[config.mk]
export PLATFORM = sky130hd
export DESIGN_NAME = multichannel_sine_nco
export DESIGN_NICKNAME = d
export VERILOG_FILES = /design/src/rtl/mcsn_pkg.sv /design/src/rtl/mcsn_ctrl.sv /design/src/rtl/mcsn_dp.sv /design/src/rtl/multichannel_sine_nco.sv
export SDC_FILE = /design/constraint.sdc
export NUM_CORES = 2
export LEC_CHECK = 0
export BUFFER_PORTS_ARGS = -buffer_cell sky130_fd_sc_hd__buf_4
export CAP_MARGIN = 20
export CORE_UTILIZATION = 65
export DETAILED_ROUTE_END_ITERATION = 8
export PLACE_DENSITY_LB_ADDON = 0.3
export SYNTH_ARGS = -nofsm -noshare
export SYNTH_HDL_FRONTEND = slang
export SYNTH_SLANG_ARGS = --single-unit
[constraint.sdc]
create_clock -name clk -period 29.3 [get_ports clk]
set_input_delay 1.465 -clock clk [delete_from_list [all_inputs] [get_ports clk]]
set_output_delay 1.465 -clock clk [all_outputs]
set_load 0.01 [all_outputs]
[src/rtl/mcsn_pkg.sv]
// ----------------------------------------------------------------------------
// mcsn_pkg
// Shared types and constants for the multichannel sine oscillator: controller
// states, datapath command and status bundles, polynomial coefficients.
// ----------------------------------------------------------------------------
package mcsn_pkg;

  // stream field widths fixed by the item format
  localparam int unsigned CH_W       = 5;
  localparam int unsigned STEP_W     = 32;
  localparam int unsigned GAIN_W     = 16;
  localparam int unsigned IN_DATA_W  = 48;
  localparam int unsigned IN_USER_W  = 6;

  // quarter-wave sine arithmetic, Q30
  localparam int unsigned Q30_W = 31;
  localparam int unsigned ACC_W = 33;
  localparam int unsigned PROD_W = 63;

  localparam logic signed [ACC_W-1:0] Q30_ONE = 33'sd1073741824;
  localparam logic signed [ACC_W-1:0] K1  = 33'sd1686629713;
  localparam logic signed [ACC_W-1:0] K3  = 33'sd693598669;
  localparam logic signed [ACC_W-1:0] K5  = 33'sd85569306;
  localparam logic signed [ACC_W-1:0] K7  = 33'sd5026995;
  localparam logic signed [ACC_W-1:0] K9  = 33'sd172271;
  localparam logic signed [ACC_W-1:0] K11 = 33'sd3864;

  // horner steps after the seed value
  localparam int unsigned HORNER_STEPS = 5;
  localparam logic [2:0]  HORNER_LAST  = 3'(HORNER_STEPS - 1);

  typedef enum logic [3:0] {
    ST_CLEAR,
    ST_IDLE,
    ST_READ,
    ST_ADV,
    ST_FOLD,
    ST_MUL_ZZ,
    ST_POST_ZZ,
    ST_MUL_H,
    ST_POST_H,
    ST_MUL_Z,
    ST_POST_Z,
    ST_MUL_G,
    ST_OUT
  } mcsn_state_t;

  typedef enum logic [1:0] {
    MS_ZZ,
    MS_ACC_Z2,
    MS_ACC_Z,
    MS_GAIN
  } mcsn_mul_sel_t;

  typedef enum logic [1:0] {
    PO_NONE,
    PO_Z2,
    PO_HORNER,
    PO_FINAL
  } mcsn_post_t;

  typedef struct packed {
    logic          clear;
    logic          capture;
    logic          read;
    logic          advance;
    logic          fold;
    logic          mul_en;
    mcsn_mul_sel_t mul_sel;
    mcsn_post_t    post;
    logic [2:0]    coef_idx;
    logic          out_load;
  } mcsn_cmd_t;

  typedef struct packed {
    logic clear_last;
    logic out_free;
  } mcsn_status_t;

  // coefficient added at each horner step, highest order first
  function automatic logic signed [ACC_W-1:0] horner_coef(input logic [2:0] idx);
    logic signed [ACC_W-1:0] c;
    unique case (idx)
      3'd0:    c = K9;
      3'd1:    c = -K7;
      3'd2:    c = K5;
      3'd3:    c = -K3;
      3'd4:    c = K1;
      default: c = '0;
    endcase
    return c;
  endfunction

endpackage

[src/rtl/mcsn_ctrl.sv]
// ----------------------------------------------------------------------------
// mcsn_ctrl
// Sequencer for the oscillator: clears the phase store after reset, takes one
// request at a time and steps the datapath through phase update and sine.
// ----------------------------------------------------------------------------
module mcsn_ctrl (
  input  logic                  clk,
  input  logic                  rst,
  input  logic                  s_tvalid,
  output logic                  s_tready,
  input  mcsn_pkg::mcsn_status_t status,
  output mcsn_pkg::mcsn_cmd_t    cmd
);
  import mcsn_pkg::*;

  mcsn_state_t state, state_next;
  logic [2:0]  k, k_next;

  // state and step counter
  always_ff @(posedge clk) begin
    if (rst) begin
      state <= ST_CLEAR;
      k     <= '0;
    end else begin
      state <= state_next;
      k     <= k_next;
    end
  end

  // next state and commands
  always_comb begin
    state_next   = state;
    k_next       = k;
    s_tready     = 1'b0;
    cmd          = '0;
    cmd.mul_sel  = MS_ZZ;
    cmd.post     = PO_NONE;
    cmd.coef_idx = k;
    unique case (state)
      ST_CLEAR: begin
        cmd.clear = 1'b1;
        if (status.clear_last) state_next = ST_IDLE;
      end
      ST_IDLE: begin
        s_tready = 1'b1;
        if (s_tvalid) begin
          cmd.capture = 1'b1;
          state_next  = ST_READ;
        end
      end
      ST_READ: begin
        cmd.read   = 1'b1;
        state_next = ST_ADV;
      end
      ST_ADV: begin
        cmd.advance = 1'b1;
        state_next  = ST_FOLD;
      end
      ST_FOLD: begin
        cmd.fold   = 1'b1;
        state_next = ST_MUL_ZZ;
      end
      ST_MUL_ZZ: begin
        cmd.mul_en  = 1'b1;
        cmd.mul_sel = MS_ZZ;
        state_next  = ST_POST_ZZ;
      end
      ST_POST_ZZ: begin
        cmd.post   = PO_Z2;
        k_next     = '0;
        state_next = ST_MUL_H;
      end
      ST_MUL_H: begin
        cmd.mul_en  = 1'b1;
        cmd.mul_sel = MS_ACC_Z2;
        state_next  = ST_POST_H;
      end
      ST_POST_H: begin
        cmd.post = PO_HORNER;
        if (k == HORNER_LAST) begin
          state_next = ST_MUL_Z;
        end else begin
          k_next     = k + 3'd1;
          state_next = ST_MUL_H;
        end
      end
      ST_MUL_Z: begin
        cmd.mul_en  = 1'b1;
        cmd.mul_sel = MS_ACC_Z;
        state_next  = ST_POST_Z;
      end
      ST_POST_Z: begin
        cmd.post   = PO_FINAL;
        state_next = ST_MUL_G;
      end
      ST_MUL_G: begin
        cmd.mul_en  = 1'b1;
        cmd.mul_sel = MS_GAIN;
        state_next  = ST_OUT;
      end
      ST_OUT: begin
        // wait for the output register to free up
        if (status.out_free) begin
          cmd.out_load = 1'b1;
          state_next   = ST_IDLE;
        end
      end
      default: state_next = ST_IDLE;
    endcase
  end

endmodule

[src/rtl/mcsn_dp.sv]
// ----------------------------------------------------------------------------
// mcsn_dp
// Datapath: per-channel phase store, phase fold, one shared multiplier for the
// sine polynomial and gain, rounding, saturation and the output register.
// ----------------------------------------------------------------------------
module mcsn_dp #(
  parameter  int unsigned CHANNELS    = 32,
  parameter  int unsigned PHASE_BITS  = 32,
  parameter  int unsigned SAMPLE_BITS = 16,
  localparam int unsigned OUT_W       = ((SAMPLE_BITS + 7) / 8) * 8
) (
  input  logic                             clk,
  input  logic                             rst,
  input  mcsn_pkg::mcsn_cmd_t               cmd,
  output mcsn_pkg::mcsn_status_t            status,
  input  logic [mcsn_pkg::IN_DATA_W-1:0]   s_tdata,
  input  logic [mcsn_pkg::IN_USER_W-1:0]   s_tuser,
  input  logic                             m_tready,
  output logic                             m_tvalid,
  output logic [OUT_W-1:0]                 m_tdata
);
  import mcsn_pkg::*;

  localparam int unsigned AW    = (CHANNELS > 1) ? $clog2(CHANNELS) : 1;
  localparam int unsigned PB    = PHASE_BITS;
  localparam int unsigned SB    = SAMPLE_BITS;
  localparam int unsigned CW    = AW + CH_W;
  localparam int          SH    = int'(PB) - 32;
  localparam int unsigned STEP_L = (SH > 0) ? SH : 0;
  localparam int unsigned STEP_R = (SH < 0) ? -SH : 0;
  localparam int          ZS    = int'(PB) - 32;
  localparam int unsigned Z_R   = (ZS > 0) ? ZS : 0;
  localparam int unsigned Z_L   = (ZS < 0) ? -ZS : 0;
  localparam int unsigned RSHIFT = 46 - SB;
  localparam logic [63:0] RND     = 64'(1) << (RSHIFT - 1);
  localparam logic [63:0] POS_MAX = (64'(1) << (SB - 1)) - 64'(1);
  localparam logic [PB-2:0] QUARTER = (PB-1)'(1) << (PB - 2);

  // phase store
  logic [PB-1:0] phase_mem [CHANNELS];

  logic [AW-1:0]    clr_addr;
  logic [AW-1:0]    ch_addr;
  logic             ch_ok;
  logic             restart_q;
  logic [PB-1:0]    step_al;
  logic [GAIN_W-1:0] gain_q;
  logic [PB-1:0]    rd_phase;
  logic [PB-1:0]    phase;
  logic             neg;
  logic [Q30_W-1:0] z, z2, s;
  logic signed [ACC_W-1:0] acc;
  logic [PROD_W-1:0] prod;
  logic             prod_neg;
  logic             m_valid;
  logic [OUT_W-1:0] m_data;

  // request fields
  logic [CH_W-1:0]  ch_in;
  logic [CW-1:0]    ch_ext;
  logic [63:0]      step_w;
  logic [PB-1:0]    phase_sum;
  logic [PB-2:0]    h;
  logic [PB-1:0]    h_mirror;
  logic [PB-2:0]    q;
  logic [63:0]      z_w;

  assign ch_in  = s_tuser[CH_W-1:0];
  assign ch_ext = CW'(ch_in);
  assign step_w = (64'(s_tdata[STEP_W-1:0]) << STEP_L) >> STEP_R;

  // request capture
  always_ff @(posedge clk) begin
    if (cmd.capture) begin
      ch_addr   <= ch_ext[AW-1:0];
      ch_ok     <= (ch_ext < CW'(CHANNELS));
      restart_q <= s_tuser[CH_W];
      step_al   <= step_w[PB-1:0];
      gain_q    <= s_tdata[STEP_W +: GAIN_W];
    end
  end

  // clearing sweep address
  always_ff @(posedge clk) begin
    if (rst) begin
      clr_addr <= '0;
    end else if (cmd.clear) begin
      clr_addr <= clr_addr + AW'(1);
    end
  end

  assign phase_sum = (restart_q ? '0 : rd_phase) + step_al;

  // store write and registered read
  always_ff @(posedge clk) begin
    if (cmd.clear) begin
      phase_mem[clr_addr] <= '0;
    end else if (cmd.advance && ch_ok) begin
      phase_mem[ch_addr] <= phase_sum;
    end
    if (cmd.read) rd_phase <= phase_mem[ch_addr];
  end

  // half-wave fold to a quarter-wave argument in Q30
  assign h        = phase[PB-2:0];
  assign h_mirror = {1'b1, {(PB-1){1'b0}}} - {1'b0, h};
  assign q        = (h < QUARTER) ? h : h_mirror[PB-2:0];
  assign z_w      = (64'(q) >> Z_R) << Z_L;

  always_ff @(posedge clk) begin
    if (cmd.advance) phase <= phase_sum;
    if (cmd.fold) begin
      neg <= phase[PB-1];
      z   <= z_w[Q30_W-1:0];
    end
  end

  // shared multiplier operand select
  logic              acc_neg;
  logic [ACC_W-1:0]  acc_abs;
  logic [31:0]       mul_a;
  logic [Q30_W-1:0]  mul_b;
  logic              mul_n;

  assign acc_neg = acc[ACC_W-1];
  assign acc_abs = acc_neg ? 33'(-acc) : 33'(acc);

  always_comb begin
    case (cmd.mul_sel)
      MS_ZZ: begin
        mul_a = 32'(z);
        mul_b = z;
        mul_n = 1'b0;
      end
      MS_ACC_Z2: begin
        mul_a = acc_abs[31:0];
        mul_b = z2;
        mul_n = acc_neg;
      end
      MS_ACC_Z: begin
        mul_a = acc_abs[31:0];
        mul_b = z;
        mul_n = acc_neg;
      end
      MS_GAIN: begin
        mul_a = 32'(s);
        mul_b = Q30_W'(gain_q);
        mul_n = 1'b0;
      end
      default: begin
        mul_a = 32'(z);
        mul_b = z;
        mul_n = 1'b0;
      end
    endcase
  end

  always_ff @(posedge clk) begin
    if (cmd.mul_en) begin
      prod     <= PROD_W'(mul_a) * PROD_W'(mul_b);
      prod_neg <= mul_n;
    end
  end

  // q30 rescale with truncation toward zero
  logic [ACC_W-1:0]        shifted;
  logic signed [ACC_W-1:0] pval;

  assign shifted = prod[PROD_W-1:30];
  assign pval    = prod_neg ? -$signed(shifted) : $signed(shifted);

  always_ff @(posedge clk) begin
    case (cmd.post)
      PO_Z2: begin
        z2  <= prod[60:30];
        acc <= -K11;
      end
      PO_HORNER: begin
        acc <= horner_coef(cmd.coef_idx) + pval;
      end
      PO_FINAL: begin
        if (pval < 0) begin
          s <= '0;
        end else if (pval > Q30_ONE) begin
          s <= Q30_W'(Q30_ONE);
        end else begin
          s <= pval[Q30_W-1:0];
        end
      end
      default: begin
      end
    endcase
  end

  // round half up, apply sign, saturate
  logic [63:0]   rounded;
  logic [63:0]   mag;
  logic [63:0]   lim;
  logic [63:0]   res_w;
  logic [SB-1:0] sample;

  assign rounded = 64'(prod) + RND;
  assign mag     = rounded >> RSHIFT;

  always_comb begin
    if (neg) begin
      lim   = (mag > POS_MAX + 64'(1)) ? POS_MAX + 64'(1) : mag;
      res_w = 64'(0) - lim;
    end else begin
      lim   = (mag > POS_MAX) ? POS_MAX : mag;
      res_w = lim;
    end
    sample = ch_ok ? res_w[SB-1:0] : '0;
  end

  // output register
  always_ff @(posedge clk) begin
    if (rst) begin
      m_valid <= 1'b0;
    end else if (cmd.out_load) begin
      m_valid <= 1'b1;
    end else if (m_tready) begin
      m_valid <= 1'b0;
    end
  end

  always_ff @(posedge clk) begin
    if (cmd.out_load) m_data <= OUT_W'(sample);
  end

  assign m_tvalid          = m_valid;
  assign m_tdata           = m_data;
  assign status.clear_last = (clr_addr == AW'(CHANNELS - 1));
  assign status.out_free   = !m_valid || m_tready;

endmodule

[src/rtl/multichannel_sine_nco.sv]
// ----------------------------------------------------------------------------
// multichannel_sine_nco
// Multichannel sine oscillator: one phase accumulator per channel, half-wave
// folded polynomial sine, gain scaling and saturation to full scale.
// ----------------------------------------------------------------------------
// one request at a time, taken only while idle; a shared 32x31 multiplier forms
//   eight products per sample, each followed by a rescale step where needed
// reset: synchronous; the phase store is then swept to zero, one channel per
//   cycle, with s_axis_tready low until the sweep ends
module multichannel_sine_nco #(
  parameter  int unsigned CHANNELS    = 32,
  parameter  int unsigned PHASE_BITS  = 32,
  parameter  int unsigned SAMPLE_BITS = 16,
  localparam int unsigned OUT_W       = ((SAMPLE_BITS + 7) / 8) * 8
) (
  input  logic                            clk,
  input  logic                            rst,
  input  logic                            s_axis_tvalid,
  output logic                            s_axis_tready,
  input  logic [mcsn_pkg::IN_DATA_W-1:0]  s_axis_tdata,  // phase_step[31:0], gain[47:32]
  input  logic [mcsn_pkg::IN_USER_W-1:0]  s_axis_tuser,  // channel[4:0], restart[5]
  output logic                            m_axis_tvalid,
  input  logic                            m_axis_tready,
  output logic [OUT_W-1:0]                m_axis_tdata   // sample_out[SAMPLE_BITS-1:0]
);
  import mcsn_pkg::*;

  mcsn_cmd_t    cmd;
  mcsn_status_t status;

  // sequencer
  mcsn_ctrl u_ctrl (
    .clk      (clk),
    .rst      (rst),
    .s_tvalid (s_axis_tvalid),
    .s_tready (s_axis_tready),
    .status   (status),
    .cmd      (cmd)
  );

  // phase store, sine and output datapath
  mcsn_dp #(
    .CHANNELS    (CHANNELS),
    .PHASE_BITS  (PHASE_BITS),
    .SAMPLE_BITS (SAMPLE_BITS)
  ) u_dp (
    .clk      (clk),
    .rst      (rst),
    .cmd      (cmd),
    .status   (status),
    .s_tdata  (s_axis_tdata),
    .s_tuser  (s_axis_tuser),
    .m_tready (m_axis_tready),
    .m_tvalid (m_axis_tvalid),
    .m_tdata  (m_axis_tdata)
  );

endmodule
# --- Word-level counts from Yosys, hierarchy flattened ---
# Memories as Yosys holds them, arrays and structs flattened. A register that Yosys moved wholly into a read port is not among the register bits.
# Cells that the tools add are included.
totals:
  reg_bits: 307
  ramBits: 1024
  input_bits: 58
  out_inout_bits: 18
  wordCells: 121
  memories: 1
mem_list:
  columns: ["memory", "depth", "word_bits", "rd", "rd_ports_with_merged_regs", "write_ports", "line", "text"]
  rows:
  - ["u_dp.phase_mem", 32, 32, 1, 1, 1, "mcsn_dp.sv:40", "logic [PB-1:0] phase_mem [CHANNELS];"]
classes:
  n_addsub: 9
  mul: 1
  magnitude_cmp: 6
  n_eq_ne: 27
  mux: 42
  n_reduce_logical: 16
op_table:
  columns: ["cell", "count"]
  rows:
  - ["case mux 33 bit (5 select lines)", 1]
  - ["two-way mux 32 bit", 3]
  - ["case mux 32 bit (3 select lines)", 1]
  - ["case mux 31 bit (3 select lines)", 1]
  - ["two-way mux 33 bit", 2]
  - ["case mux 33 bit (2 select lines)", 1]
  - ["adder 63 x 30 -> 64 bit (second input constant)", 1]
  - ["multiplier 32 x 31 -> 63 bit", 1]
  - ["two-way mux 31 bit", 2]
  - ["case mux 4 bit (13 select lines)", 1]
  - ["two-way mux 16 bit", 3]
  - ["greater-than comparator 34 x 15 -> 1 bit (second input constant)", 1]
  - ["greater-than comparator 34 x 16 -> 1 bit (second input constant)", 1]
  - ["adder 33 bit", 1]
  - ["greater-than comparator 33 x 32 -> 1 bit (second input constant)", 1]
  - ["less-than comparator 33 x 1 -> 1 bit (second input constant)", 1]
  - ["negation 33 bit", 1]
  - ["adder 32 bit", 1]
  - ["negation 32 bit", 1]
  - ["OR reduction 32 bit", 1]
  - ["less-than comparator 31 bit (second input constant)", 1]
  - ["subtractor 1 x 31 -> 31 bit (first input constant)", 1]
  - ["equality test 4 bit (second input constant)", 5]
  - ["two-way mux 1 bit", 17]
  - ["31 further kinds", 51]

# --- Logic depth before layout (Yosys ltp) ---
logic_depth:
  depth_word: 8
  depth_mapped: 38
  mapped_depth_nobuf: 36

# --- By module ---
# Synthesis repeated with hierarchy kept, for this count alone.
unflattened:
  cells_unflattened: 6573
  area_unflattened_um2: 86740.7
modules_own_cells:
  columns: ["module", "n_inst", "cells_each", "area_each_um2"]
  rows:
  - ["mcsn_dp", 1, 6497, 86130.1]
  - ["mcsn_ctrl", 1, 76, 610.6]

# --- Worst setup path before layout ---
# Ideal clock, no wire load.
synth_timing:
  kind: "reg2reg"
  from: "register u_ctrl.state[2]"
  to: "register u_dp.prod[61] (data pin)"
  setup_time_ns: 0.258
  arrival_ns: 10.082
  required_time_ns: 29.042
  setup_slack_ns: 18.960
  stages_incl_launch_ff: 36
  path_buffers: 6
  synth_period_minus_slack_ns: 10.340
  cell_sequence: "dfxtp_1 > clkbuf_1 > xnor2_1 > nor2_1 > inv_1 > clkbuf_1 > ha_1 > buf_1 > buf_1 > clkbuf_1 > mux2i_1 > clkbuf_1 > nor2_1 > fa_1 > fa_1 > inv_1 > fa_1 > fa_1 > inv_1 > fa_1 > fa_1 > fa_1 > inv_1 > fa_1 > inv_1 > ha_1 > and4_1 > and2_1 > a311oi_1 > and4_1 > o21ai_0 > a32o_1 > o31ai_1 > o311ai_0 > a21oi_1 > xnor2_1"
synth_via:
  elab_chain_len: 6
synth_lines:
  columns: ["element", "line", "text"]
  rows:
  - ["start: declaration", "mcsn_ctrl.sv:16", "mcsn_state_t state, state_next;"]
  - ["start signal: assignment", "mcsn_ctrl.sv:25", "state <= state_next;"]
  - ["equality test 4 bit or equality test 4 x 3 -> 1 bit (tied branches)", "mcsn_ctrl.sv:39", "unique case (state)"]
  - ["case mux 3 bit (4 select lines) *", "mcsn_ctrl.sv:39", null]
  - ["equality test 2 x 1 -> 1 bit, or another cell as far along", "mcsn_dp.sv:129", "case (cmd.mul_sel)"]
  - ["OR reduction 2 bit (no source line)", null, null]
  - ["case mux 32 bit (3 select lines) or case mux 31 bit (3 select lines) (tied branches)", "mcsn_dp.sv:129", null]
  - ["multiplier 32 x 31 -> 63 bit *", "mcsn_dp.sv:160", "prod <= PROD_W'(mul_a) * PROD_W'(mul_b);"]
  - ["end signal: assignment", "mcsn_dp.sv:160", null]
  - ["end: declaration", "mcsn_dp.sv:53", "logic [PROD_W-1:0] prod;"]
# Every way passes the cells marked *; elsewhere a longest branch is shown, timed or not.
# A chain may end at the register's enable or synchronous reset.

# --- Final worst setup path ---
layout_timing:
  from: "register u_dp.acc[5]"
  to: "register u_dp.prod[61] (data pin)"
layout_via:
  elab_chain_len: 4
layout_lines:
  columns: ["element", "line", "text"]
  rows:
  - ["start: declaration", "mcsn_dp.sv:52", "logic signed [ACC_W-1:0] acc;"]
  - ["start signal: assignment", "mcsn_dp.sv:176", "acc <= -K11;"]
  - ["start signal: assignment", "mcsn_dp.sv:179", "acc <= horner_coef(cmd.coef_idx) + pval;"]
  - ["negation 32 bit", "mcsn_dp.sv:126", "assign acc_abs = acc_neg ? 33'(-acc) : 33'(acc);"]
  - ["two-way mux 32 bit *", "mcsn_dp.sv:126", null]
  - ["case mux 32 bit (3 select lines) *", "mcsn_dp.sv:129", null]
  - ["multiplier 32 x 31 -> 63 bit *", "mcsn_dp.sv:160", null]
# Marked as above.

==> results_dict.tcl <==
set metrics [dict create \
    cp_slowest_stage_delay_ns 0.78 \
    grtUsageMet1 0.480 \
    hold_path_class "reg2reg" \
    finalSetupViolCount 0 \
    cp_num_cells 32 \
    worstPathRequired_ns 29.81 \
    grt_use_met2 0.651 \
    rsz0062_at_grt "false" \
    max_freq_mhz 83.2 \
    std_cell_rows 134 \
    cts_tree "yes" \
    drc_errors 0 \
    dp_hpwl_um 175000 \
    critPathArrivalTime_ns 12.53 \
    fin_crit_sh 0.410 \
    r2r-start "u_dp.acc[5]" \
    finalCriticalPeriod_ns 12.02 \
    powerDensity_nw_per_um2 40.9 \
    core_area_um2 133000 \
    final_nets 7993 \
    ys_types 76 \
    yosysTopAreaCell "edfxtp_1" \
    status "completed" \
    start_kind "flop" \
    gp_congestion 1.02 \
    portBuffers 75 \
    critPathTopFamily "adder cells" \
    track_usage 0.408 \
    drv_slew 0 \
    r2r_slack_ns 17.28 \
    multi_input_area_um2 43200 \
    via_per_inst 6.75 \
    crit_type "reg2reg" \
    skew_ns 0.0764 \
    dr.pass1.iters 7 \
    grt_overflow_total 0 \
    reg2regPathDepth 32 \
    end_kind "flop" \
    synthTopCellsByArea "edfxtp_1, fa_1, mux4_2" \
    grt_max_degree 102 \
    ir_drop_mv 0.0713 \
    async_reset_ff_frac 0 \
    die-area_um2 136000 \
    initial_core_util 0.654 \
    synth_top_area_frac 0.454 \
    ys_ff_latch 1333 \
    grt_pass1_wl_um 393000 \
    cts_buffer_depth 3 \
    synth_edf_count 1320 \
    path_max_fanout 18 \
    synth_nets 7947 \
    cts_setup_buffers 0 \
    maxSlewHeadroom 0.176 \
    drtAntennaViolNets 0 \
    grt_pass1_vias 60600 \
    initialDrtViolationCount 7827 \
    crit_top_cell "fa_1" \
    reg2reg_to "u_dp.prod[61]" \
    hold_path_end "u_dp.neg" \
    final_common_cell "edfxtp_1" \
    busiest_layer "met2" \
    cts_buffers 134 \
    worst_slack_ns 17.28 \
    p_leak_nw 39.5 \
    path_buf_inv 4 \
    met3_usage 0.116 \
    yosysWarnings 0 \
    io_pins 76 \
    clock_sinks 1333 \
    drive_gt1_frac 0.133 \
    avgSynthCellArea_um2 13.0 \
    antenna_found_initial 6 \
    cap_violations 0 \
    dieWidth_um 368 \
    drt_wl_total_um 271000 \
    dp_slack_ns 17.68 \
    holdBufCountCts 0 \
    critical-path-slowest-cell "mux2_2" \
    ys.flop_type "edfxtp_1" \
    regArea_um2 39900 \
    hold_viol 0 \
    area_growth_pct 8.84 \
    fill_cells 8482 \
    worstMarginPinSlew_ns 1.23 \
    post_cts_resized 0 \
    min_from "u_dp.phase[31]" \
    mostFrequentLayoutCells "edfxtp_1, inv_1, fa_1" \
    syn-instance-count 6688 \
    htreeDepth 4 \
    clkTransAtPathRegs_ns 0.06 \
    die_y_um 368 \
    num_vias 58100 \
    worst_skew_pair.late_latency_ns 0.82 \
    seq_area_frac_synth 0.457 \
    synth.cell_area_um2 87200 \
    cts_root_buf "clkbuf_16" \
    hold_depth 0 \
    timing.setup.tns_ns 0 \
    wl_per_cell_um 31.4 \
]
-- power breakdown --
part	internal (mW)	leakage, nW	switching (mW)	total (mW)
logic	0.0139	23.4	0.0273	0.0411
registers	2.08	13.9	0.00499	2.09
clock network	0.957	2.15	0.796	1.75
-- cell type report --
class	instances	share of cell area
flip-flops and latches	1333	0.420
diodes	4	0.000105
repair buffers	228	0.0189
well taps	1768	0.0233
clock inverters	84	0.0103
inverters	895	0.0354
multi-input cells	4142	0.455
clock buffers	159	0.0365
-- routing by layer --
metal	share of wire	wire length, µm
met3	0.12	33700
met2	0.47	128000
met5	0.00041	112
met1	0.32	86000
met4	0.083	22600
-- logic make-up (layout without fill, tap and decap cells) --
group	Yosys count	after routing	share of synthesized area
XOR/XNOR	201	201	0.0202
AO/OA/AOI/OAI	554	554	0.0412
AND/OR/NAND/NOR	1756	1756	0.0858
flip-flops	1333	1333	0.457
multiplexers	430	430	0.0962
other	0	4	0
buffers and inverters	1213	1366	0.0524
adder cells (fa/ha/maj)	1201	1201	0.247
-- synth_stat cells (all sizes together) (4+ instances only) --
cell	n
nand2b	23
and4	7
nor3b	5
fa	867
inv	894
and3	20
xnor2	120
or3	24
a41o	4
a21boi	8
a211oi	16
xor2	81
o31ai	38
o21bai	11
nand3b	6
a31oi	19
dfxtp	13
nor2b	60
or2	12
nand2	719
o21a	44
or4	14
nor2	673
o41ai	22
nor3	37
edfxtp	1320
a41oi	4
nor4	22
buf	55
o21ai	147
a21oi	114
clkbuf	263
mux2i	47
a22oi	19
ha	334
mux2	63
and2	49
a21o	64
nand3	52
mux4	320
nand4	29
o31a	6
-- per-stage QoR --
stage / std cells / cell area (µm²) / power [mW] / util / hold slack [ns]
2_1_floorplan: 6688 / 87200 / 2.14 / - / 0.400
3_3_place_gp: 8358 / 90400 / 2.16 / 0.678 / 0.420
3_5_place_dp: 8360 / 90400 / 2.17 / 0.678 / 0.427
4_1_cts: 8603 / 94800 / 3.88 / 0.711 / 0.440
5_1_grt: 8609 / 94900 / 3.95 / 0.712 / 0.432
6_report: 8613 / 94900 / 3.88 / 0.712 / 0.432
-- how the worst max path moves through the flow --
stage / startpoint / slack [ns] / end
6_report: u_dp.acc[5] / 17.28 / u_dp.prod[61]
3_3_place_gp: u_ctrl.state[0] / 17.83 / u_dp.prod[61]
5_1_grt: u_ctrl.state[0] / 16.60 / u_dp.prod[61]
4_1_cts: u_ctrl.state[0] / 17.63 / u_dp.prod[61]
3_5_place_dp: u_ctrl.state[0] / 17.68 / u_dp.prod[61]
2_1_floorplan: u_ctrl.state[2] / 18.96 / u_dp.prod[61]
-- state kept, by name (all words and copies together), names as in the netlist, 4 cells and up --
signal,count
u_ctrl.state,4
u_dp.acc,33
u_dp.ch_addr,5
u_dp.clr_addr,5
u_dp.gain_q,16
u_dp.m_tdata,16
u_dp.phase,32
u_dp.phase_mem,1024
u_dp.prod,34
u_dp.rd_phase,32
u_dp.s,31
u_dp.step_al,32
u_dp.z,31
u_dp.z2,31
Power figures use the tool's default switching activity.
